File: src/rtl/mpbm_pkg.sv
package mpbm_pkg;

  localparam int NodeCount   = 1024;
  localparam int NodeW       = 10;
  localparam int OutsPerNode = 4;
  localparam int SlotW       = 2;
  localparam int RuleCount   = 256;
  localparam int RuleW       = 8;
  localparam int MaxPattern  = 32;
  localparam int LenW        = 6;
  localparam int PosW        = 32;
  localparam int HistW       = 33;
  localparam int ByteW       = 8;
  localparam int CntW        = 3;
  localparam int StepW       = 11;
  localparam int EdgeDepth   = NodeCount * 256;
  localparam int EdgeAw      = NodeW + ByteW;

  typedef enum logic [2:0] {
    FUNC_EDGE  = 3'd0,
    FUNC_NODE  = 3'd1,
    FUNC_OSLOT = 3'd2,
    FUNC_RULE  = 3'd3,
    FUNC_TEXT  = 3'd4,
    FUNC_END   = 3'd5
  } func_e;

  typedef struct packed {
    logic clr_we;
    logic latch;
    logic wr_exec;
    logic rd_cnt;
    logic ld_cnt;
    logic rd_orule;
    logic rd_rule;
    logic push;
    logic next_slot;
    logic flush;
    logic rd_edge;
    logic rd_fail;
    logic take_fail;
    logic force_root;
    logic adv_done;
    logic restart;
  } ctrl_cmd_t;

  typedef struct packed {
    logic  clr_done;
    func_e func;
    logic  pend_valid;
    logic  cnt_zero;
    logic  slot_last;
    logic  hit;
    logic  hold_valid;
    logic  out_free;
    logic  cur_zero;
    logic  edge_zero;
    logic  steps_max;
  } ctrl_sts_t;

  function automatic logic word_char(input logic [ByteW-1:0] c);
    word_char = (c >= 8'h41 && c <= 8'h5a) || (c >= 8'h61 && c <= 8'h7a) ||
                (c >= 8'h30 && c <= 8'h39) || (c == 8'h5f) || (c >= 8'h80);
  endfunction

endpackage

File: src/rtl/mpbm_ctrl.sv
module mpbm_ctrl (
  input  logic               clk_i,
  input  logic               rst_ni,
  input  logic               in_valid_i,
  output logic               in_stall_o,
  input  mpbm_pkg::ctrl_sts_t sts_i,
  output mpbm_pkg::ctrl_cmd_t cmd_o
);
  import mpbm_pkg::*;

  typedef enum logic [3:0] {
    S_CLEAR, S_IDLE, S_EXEC, S_CNT, S_SLOT, S_ORULE, S_RULE, S_FLUSH,
    S_ADV, S_EDGE, S_FAIL
  } state_e;

  state_e state_q, state_d;
  ctrl_cmd_t cmd;

  always_comb begin
    cmd     = '0;
    state_d = state_q;
    unique case (state_q)
      S_CLEAR: begin
        cmd.clr_we = 1'b1;
        if (sts_i.clr_done) state_d = S_IDLE;
      end
      S_IDLE: begin
        if (in_valid_i) begin
          cmd.latch = 1'b1;
          state_d   = S_EXEC;
        end
      end
      S_EXEC: begin
        unique case (sts_i.func)
          FUNC_EDGE, FUNC_NODE, FUNC_OSLOT, FUNC_RULE: begin
            cmd.wr_exec = 1'b1;
            state_d     = S_IDLE;
          end
          FUNC_TEXT: begin
            if (sts_i.pend_valid) begin
              cmd.rd_cnt = 1'b1;
              state_d    = S_CNT;
            end else begin
              state_d = S_ADV;
            end
          end
          FUNC_END: begin
            if (sts_i.pend_valid) begin
              cmd.rd_cnt = 1'b1;
              state_d    = S_CNT;
            end else begin
              cmd.restart = 1'b1;
              state_d     = S_IDLE;
            end
          end
          default: state_d = S_IDLE;
        endcase
      end
      S_CNT: begin
        cmd.ld_cnt = 1'b1;
        state_d    = sts_i.cnt_zero ? S_FLUSH : S_SLOT;
      end
      S_SLOT: begin
        cmd.rd_orule = 1'b1;
        state_d      = S_ORULE;
      end
      S_ORULE: begin
        cmd.rd_rule = 1'b1;
        state_d     = S_RULE;
      end
      S_RULE: begin
        if (!(sts_i.hit && sts_i.hold_valid && !sts_i.out_free)) begin
          cmd.push = sts_i.hit;
          if (sts_i.slot_last) begin
            state_d = S_FLUSH;
          end else begin
            cmd.next_slot = 1'b1;
            state_d       = S_SLOT;
          end
        end
      end
      S_FLUSH: begin
        if (!(sts_i.hold_valid && !sts_i.out_free)) begin
          cmd.flush = sts_i.hold_valid;
          if (sts_i.func == FUNC_TEXT) begin
            state_d = S_ADV;
          end else begin
            cmd.restart = 1'b1;
            state_d     = S_IDLE;
          end
        end
      end
      S_ADV: begin
        cmd.rd_edge = 1'b1;
        state_d     = S_EDGE;
      end
      S_EDGE: begin
        if (!sts_i.cur_zero && sts_i.edge_zero) begin
          if (sts_i.steps_max) begin
            cmd.force_root = 1'b1;
            state_d        = S_ADV;
          end else begin
            cmd.rd_fail = 1'b1;
            state_d     = S_FAIL;
          end
        end else begin
          cmd.adv_done = 1'b1;
          state_d      = S_IDLE;
        end
      end
      S_FAIL: begin
        cmd.take_fail = 1'b1;
        state_d       = S_ADV;
      end
      default: state_d = S_IDLE;
    endcase
  end

  always_ff @(posedge clk_i or negedge rst_ni) begin
    if (!rst_ni) begin
      state_q <= S_CLEAR;
    end else begin
      state_q <= state_d;
    end
  end

  assign cmd_o      = cmd;
  assign in_stall_o = (state_q != S_IDLE);

endmodule

File: config.mk
export PLATFORM = sky130hd
export DESIGN_NAME = mpbm_ctrl
export DESIGN_NICKNAME = d
export VERILOG_FILES = /design/src/rtl/mpbm_pkg.sv /design/src/rtl/mpbm_ctrl.sv
export SDC_FILE = /design/constraint.sdc
export NUM_CORES = 1
export LEC_CHECK = 0
export BUFFER_PORTS_ARGS = -buffer_cell sky130_fd_sc_hd__buf_4
export CORE_MARGIN = 3
export CORE_UTILIZATION = 37
export CTS_CLUSTER_DIAMETER = 200
export DETAILED_ROUTE_END_ITERATION = 10
export HOLD_SLACK_MARGIN = 0.06
export PLACE_DENSITY = 0.82
export SLEW_MARGIN = 5
export SYNTH_ARGS = -nofsm -noshare
export SYNTH_HDL_FRONTEND = slang
export SYNTH_SLANG_ARGS = --single-unit
File: constraint.sdc
create_clock -name clk_i -period 1.6 [get_ports clk_i]
set_clock_uncertainty 0.1 [all_clocks]
set_input_delay 0.32 -clock clk_i [delete_from_list [all_inputs] [get_ports clk_i]]
set_output_delay 0.32 -clock clk_i [all_outputs]
set_load 0.05 [all_outputs]
==> results.json, run 1 <==
{
  "status": "stopped before the end",
  "lastStage": "clock tree synthesis (4_1_cts)",
  "tool.error": "[ERROR DPL-0038] Utilization greater than 100%, impossible to legalize",
  "yosysMostFrequentCell": "nor2_1",
  "ys.warnings.count": 0,
  "postCtsSetupRepairBufs": 10,
  "syn_nets": 89,
  "num_rows": 13,
  "ys_types": 32,
  "post_dp_cell_area_um2": 1087,
  "cts_resized": 47,
  "netlist_instances": 73,
  "initial_utilization": 0.4034,
  "cts_buffer_depth": 2,
  "cts.hold.buffers_added": 1,
  "syn_area_per_cell_um2": 7.370,
  "yosysSeqAreaShare": 0.1860,
  "yosysTopAreaCell": "dfrtp_1",
  "synth.area.top_cells": "dfrtp_1 19%, nand2b_1 7.0%, nor2_1 6.3%",
  "die_w_um": 44.13,
  "synthArstFlopShare": 1.000,
  "yosysTopAreaCellShare": 0.1860,
  "hpwl_um": 1781,
  "pre_cts_slack_ns": -0.1660,
  "ctsHtreeMaxLevel": 1,
  "synthTopCellsByCount": "9 x nor2_1, 6 x nand2b_1, 6 x nor3_1",
  "gp_congestion": 0.9567,
  "numClockSinks": 4,
  "syn_area_um2": 538.0,
  "ios": 33,
  "synthFlopType": "dfrtp_1",
  "io_buffers": 32,
  "synth_edf_count": 0,
  "cts_buffers": 3,
  "ys_ff_latch": 4,
  "root_buffer": "clkbuf_4",
  "die_y_um": 44.13
}
## logic make-up after synthesis
logic type      Yosys count  share of synthesized area
simple gates             41                     0.4442
compound gates           19                     0.2977
buf+inv                   9                    0.07210
flops                     4                     0.1861
## through the flow
stage,instances,TNS (ns)
detailed placement,138,-1.163
global placement,138,-0.8132
floorplan,73,-1.903
==> run 2, diff against run 1 <==
--- a/config.mk
+++ b/config.mk
@@ -6,12 +6,10 @@
 export NUM_CORES = 1
 export LEC_CHECK = 0
 export BUFFER_PORTS_ARGS = -buffer_cell sky130_fd_sc_hd__buf_4
-export CORE_MARGIN = 3
-export CORE_UTILIZATION = 37
-export CTS_CLUSTER_DIAMETER = 200
+export CORE_AREA = 3 3 64 66
 export DETAILED_ROUTE_END_ITERATION = 10
-export HOLD_SLACK_MARGIN = 0.06
-export PLACE_DENSITY = 0.82
+export DIE_AREA = 0 0 67 69
+export PLACE_DENSITY_LB_ADDON = 0.15
 export SLEW_MARGIN = 5
 export SYNTH_ARGS = -nofsm -noshare
 export SYNTH_HDL_FRONTEND = slang
==> constraint.sdc (replaced) <==
create_clock -name clk_i -period 2.08 [get_ports clk_i]
set_clock_uncertainty 0.1 [all_clocks]
set_input_delay 0.416 -clock clk_i [delete_from_list [all_inputs] [get_ports clk_i]]
set_output_delay 0.416 -clock clk_i [all_outputs]
set_load 0.05 [all_outputs]
==> run 2 against run 1 <==
Net effect:
- the run now ends clean
- area after synthesis unchanged
- synthesized cell count unchanged
==> results.json, run 2 <==
{
  "status": "complete, no violations",
  "dieArea_um2": 4623,
  "fillers": 409,
  "vias": 759,
  "placed_cells_incl_taps": 158,
  "multi_input_area_um2": 498.0,
  "regMostFlops": "state_q",
  "netlist_instances": 73,
  "dr.pass1.iters": 4,
  "critPathRequiredTime_ns": 1.56,
  "r2r-end": "state_q[0]$_DFFE_PN0P_",
  "synthTopCellsByCount": "9 x nor2_1, 6 x nand2b_1, 6 x nor3_1",
  "ctsHtreeMaxLevel": 1,
  "grt_pass1_vias": 741,
  "gr-total-overflow": 0,
  "setup_viol": 0,
  "tightestPinTransition_ns": 0.3125,
  "wl_um": 2236,
  "grt_pass1_wl_um": 3436,
  "reg2reg_slack_ns": 0.28,
  "num_rows": 22,
  "worstPathArrival_ns": 1.53,
  "antenna_found_initial": 0,
  "drive_gt1_frac": 0.6134,
  "regArea_um2": 105.1,
  "top_regs": "state_q x4",
  "endpoint_kind": "output port",
  "grt_max_degree": 12,
  "stdcell_count": 167,
  "crit_fanout": 6,
  "cts_buffers": 3,
  "ant_nets": 0,
  "hold_class": "in -> async",
  "final_common_cell": "buf_4",
  "period_share": 0.9821,
  "synth.area.top_cells": "dfrtp_1 19%, nand2b_1 7.0%, nor2_1 6.3%",
  "power.leakage_nw": 0.4623,
  "most-common-layout-cells": "38 x buf_4, 7 x buf_6, 5 x inv_1",
  "ios": 33,
  "path_class": "reg -> out",
  "n_antenna_cell": 0,
  "syn_area_per_cell_um2": 7.370,
  "cts_tree": "yes",
  "yosysSeqAreaShare": 0.1860,
  "slew_violations": 0,
  "startpoint_type": "flop",
  "period_needed_ns": 2.043,
  "ys_ff_latch": 4,
  "die_w_um": 67,
  "p_per_area_nw_per_um2": 1220,
  "fin_nets": 137,
  "holdWs_ns": 0.4367,
  "grtUsageTotal": 0.09713,
  "yosysTopAreaCellShare": 0.1860,
  "synthArstFlopShare": 1.000,
  "drv_cap": 0,
  "reg2reg_from": "state_q[2]$_DFFE_PN0P_",
  "yosysMostFrequentCell": "nor2_1",
  "syn_nets": 89,
  "gp_congestion": 0.7659,
  "clk_pin_slew_ns": 0.03,
  "vias_per_cell": 4.545,
  "routedWlPerCell_um": 13.39,
  "root_buffer": "clkbuf_8",
  "cts_buffer_depth": 2,
  "initial_utilization": 0.1481,
  "syn_area_um2": 538.0,
  "max_freq_mhz": 489.5,
  "r2r_cells": 6,
  "hpwl_um": 1774,
  "ys_types": 32,
  "ir_drop_v": 0.0002902,
  "syn2layout_area_growth_pct": 106.3,
  "yosysTopAreaCell": "dfrtp_1",
  "synthFlopType": "dfrtp_1",
  "largest_reg_flops": 4,
  "clock_latency_ns": 0.22,
  "slew_headroom": 0.7913,
  "drc": 0,
  "io_buffers": 32,
  "grt_setup_unrepaired": "yes",
  "ys.warnings.count": 0,
  "drtIter0Drc": 31,
  "coreArea_um2": 3633,
  "finalHoldViolations": 0,
  "die_y_um": 69,
  "numClockSinks": 4,
  "synth_edf_count": 0
}
==> run 2: cell counts after synthesis <==
No cell type changed its count.
==> run 2: cell families after synthesis <==
logic type | count (synthesis) | share of synthesized area
AO/OA/AOI/OAI | 19 | 0.2977
buffers and inverters | 9 | 0.07210
flip-flops | 4 | 0.1861
AND/OR/NAND/NOR | 41 | 0.4442
==> run 2: how the worst max path moves through the flow <==
stage          depth (start not counted)                    from       end  slack, ns
2_1_floorplan                          2  state_q[3]$_DFFE_PN0P_  cmd_o[7]      -0.21
3_3_place_gp                           4  state_q[1]$_DFFE_PN0P_  cmd_o[2]       0.11
3_5_place_dp                           4  state_q[1]$_DFFE_PN0P_  cmd_o[2]       0.13
4_1_cts                                4  state_q[2]$_DFFE_PN0P_  cmd_o[2]     -0.001
5_1_grt                                4  state_q[0]$_DFFE_PN0P_  cmd_o[0]      -0.02
6_report                               4  state_q[2]$_DFFE_PN0P_  cmd_o[2]       0.04
==> run 2: layer usage <==
layer,global-route usage,share of wire,up-vias
met2,0.1441,0.47,31
met1,0.1262,0.44,354
li1,-,-,369
met5,0,0,-
met3,0.01954,0.073,5
met4,0.05856,0.017,0
==> run 2: what timing repair did <==
| item | 4_1_cts | 5_1_grt |
|---|---|---|
| endpoints found under the hold margin | 4 | 0 |
| setup endpoints to repair | 7 | 9 |
| hold buffers | 1 | 0 |
| buffers inserted | 1 | 4 |
| gates resized for setup | 11 | 10 |
| pin swaps | 0 | 2 |
==> run 2: cell type report <==
cell class              count  area share
multi-input cells          60      0.4487
repair buffers             47      0.3484
flip-flops and latches      4     0.09470
well taps                  48     0.05412
clock buffers               3     0.03720
inverters                   5     0.01691
==> run 2: through the flow <==
stage | util | total power [mW] | setup TNS [ns] | area (µm²) | setup slack, ns
4_1_cts | 0.2851 | 1.265 | -0.001496 | 1036 | -0.001496
6_report | 0.3054 | 1.353 | 0 | 1110 | 0.03714
5_1_grt | 0.3054 | 1.446 | -0.07043 | 1110 | -0.02468
3_3_place_gp | 0.2569 | 1.047 | 0 | 933.4 | 0.1088
3_5_place_dp | 0.2569 | 1.034 | 0 | 933.4 | 0.1311
2_1_floorplan | - | 0.7489 | -0.5643 | 585.6 | -0.2149
==> run 2: worst max-delay path, cell delays in order (launching register included) <==
cell,delay (ns)
dfrtp_2,0.43
nand2b_1,0.18
or3_4,0.43
nor2_2,0.10
buf_6,0.16
==> run 2: report_power, final <==
part | leakage (nW) | switching, mW | total, mW | internal (mW)
sequential | 0.0446 | 0.0607 | 0.177 | 0.117
combinational | 0.396 | 0.579 | 1.01 | 0.436
clock | 0.0216 | 0.0384 | 0.162 | 0.123
No activity file was read; power rests on OpenSTA's default activity.
==> run 3, diff against run 2 <==
--- a/config.mk
+++ b/config.mk
@@ -5,11 +5,12 @@
 export SDC_FILE = /design/constraint.sdc
 export NUM_CORES = 1
 export LEC_CHECK = 0
-export BUFFER_PORTS_ARGS = -buffer_cell sky130_fd_sc_hd__buf_4
 export CORE_AREA = 3 3 64 66
 export DETAILED_ROUTE_END_ITERATION = 10
 export DIE_AREA = 0 0 67 69
+export DONT_BUFFER_PORTS = 1
 export PLACE_DENSITY_LB_ADDON = 0.15
+export SKIP_CTS_REPAIR_TIMING = 1
 export SLEW_MARGIN = 5
 export SYNTH_ARGS = -nofsm -noshare
 export SYNTH_HDL_FRONTEND = slang
==> run 3 against run 2 <==
Net effect:
- clock power rose by 4%
- sequential power hardly changed
- hold slack lost 0.083 ns
- utilization is 1.0 points lower
- sequential share of layout area increased by 0.21 points
- fmax fell by 0.18%
- register-to-register slack better by 0.10 ns
- non-clock buffer count decreased by 15
==> results.json, run 3 (synthesis results as in run 2) <==
{
  "grt_pass1_vias": 707,
  "regMostFlops": "state_q",
  "grt_setup_unrepaired": "yes",
  "hold_class": "in -> reg",
  "drive_gt1_frac": 0.5865,
  "worstPathArrival_ns": 1.53,
  "slew_violations": 0,
  "drtIter0Drc": 7,
  "ir_drop_v": 0.0003375,
  "ant_nets": 0,
  "wl_um": 2146,
  "initial_utilization": 0.1481,
  "vias": 680,
  "syn2layout_area_growth_pct": 99.30,
  "die_y_um": 69,
  "power.leakage_nw": 0.4098,
  "period_needed_ns": 2.047,
  "path_class": "reg -> out",
  "n_antenna_cell": 0,
  "endpoint_kind": "output port",
  "critPathRequiredTime_ns": 1.56,
  "cts_buffer_depth": 2,
  "cts_buffers": 3,
  "switching_share": 0.4985,
  "fin_nets": 122,
  "ctsHtreeMaxLevel": 1,
  "num_rows": 22,
  "p_int_mw": 0.6698,
  "grt_pass1_wl_um": 3387,
  "ios": 33,
  "vias_per_cell": 4.474,
  "most-common-layout-cells": "24 x buf_4, 7 x buf_12, 5 x inv_1, 4 x nor2_4, 4 x nand3b_1",
  "clk_pin_slew_ns": 0.03,
  "setup_ws_ns": 0.03336,
  "cts_tree": "yes",
  "power_frac_seq": 0.131,
  "status": "complete, no violations",
  "numClockSinks": 4,
  "drv_cap": 0,
  "top_regs": "state_q x4",
  "crit_fanout": 7,
  "p_comb_frac": 0.743,
  "drc": 0,
  "coreArea_um2": 3633,
  "power.switching_mw": 0.6658,
  "p_per_area_nw_per_um2": 1246,
  "io_buffers": 0,
  "pre_cts_slack_ns": 0.1874,
  "die_w_um": 67,
  "hpwl_um": 1818,
  "antenna_found_initial": 0,
  "final_common_cell": "buf_4",
  "dr.pass1.iters": 4,
  "gp_congestion": 0.7727,
  "tightestPinTransition_ns": 0.4536,
  "setup_viol": 0,
  "root_buffer": "clkbuf_8",
  "largest_reg_flops": 4,
  "grtUsageTotal": 0.09606,
  "max_freq_mhz": 488.6,
  "clock_latency_ns": 0.22,
  "slew_headroom": 0.6970,
  "gr-total-overflow": 0,
  "startpoint_type": "flop",
  "power.clock.fraction": 0.126,
  "grt_max_degree": 11,
  "finalHoldViolations": 0,
  "routedWlPerCell_um": 14.12,
  "utilization": 0.2951,
  "period_share": 0.9840,
  "dieArea_um2": 4623
}
run 3: cell count changes in the layout (fill, tap and decap cells not counted), sizes merged:
cell,previous run,this run
buf,45,31
dlymetal6s2s,1,0
run 3: area by class of cell:
cell class,instances,area (µm²)
Fill cell,405,2561
Multi-Input combinational cell,60,518.0
Timing Repair Buffer,32,330.3
Sequential cell,4,103.9
Tap cell,48,60.06
Clock buffer,3,41.29
Inverter,5,18.77
run 3: path summary, 6_finish.rpt:
check	start	end	slack (ns)	depth (start not counted)
setup / recovery	state_q[2]$_DFFE_PN0P_	cmd_o[4]	0.03	4
hold / removal	sts_i[9]	state_q[3]$_DFFE_PN0P_	0.35	3
setup reg to reg	state_q[2]$_DFFE_PN0P_	state_q[0]$_DFFE_PN0P_	0.38	4
hold reg to reg	state_q[3]$_DFFE_PN0P_	state_q[2]$_DFFE_PN0P_	0.56	2
max in group asynchronous	rst_ni	state_q[3]$_DFFE_PN0P_	1.32	1
min in group asynchronous	rst_ni	state_q[2]$_DFFE_PN0P_	0.37	1
run 3: power groups by stage:
stage | Combinational [mW] | Clock (mW) | Sequential [mW]
floorplan | 0.615 | 0 | 0.134
global placement | 0.910 | 0 | 0.161
detailed placement | 0.917 | 0 | 0.160
CTS | 0.919 | 0.173 | 0.160
global route | 1.08 | 0.179 | 0.181
finish | 0.992 | 0.169 | 0.174
run 3: routing by layer:
layer | track usage | share of wire | up-vias
li1 | - | - | 336
met2 | 0.1517 | 0.49 | 28
met4 | 0.06081 | 0.015 | 0
met3 | 0.02606 | 0.11 | 3
met1 | 0.1111 | 0.38 | 313
met5 | 0 | 0 | -
run 3: stage by stage:
stage,hold WS [ns],power (mW),cell area [µm²],TNS (ns),std cells
floorplan,0.02041,0.7489,585.6,-0.5643,73
global placement,0.02052,1.071,928.4,0,145
detailed placement,0.02053,1.077,928.4,0,145
CTS,-0.2169,1.252,969.7,-0.1799,148
global route,0.3822,1.435,1072,-0.07638,152
finish,0.3538,1.336,1072,0,152
run 3: worst max-delay path: stages, from the launching register on:
cell	delay, ns
dfrtp_2	0.46
nand2b_4	0.16
or3_4	0.43
nor2_4	0.12
buf_12	0.14
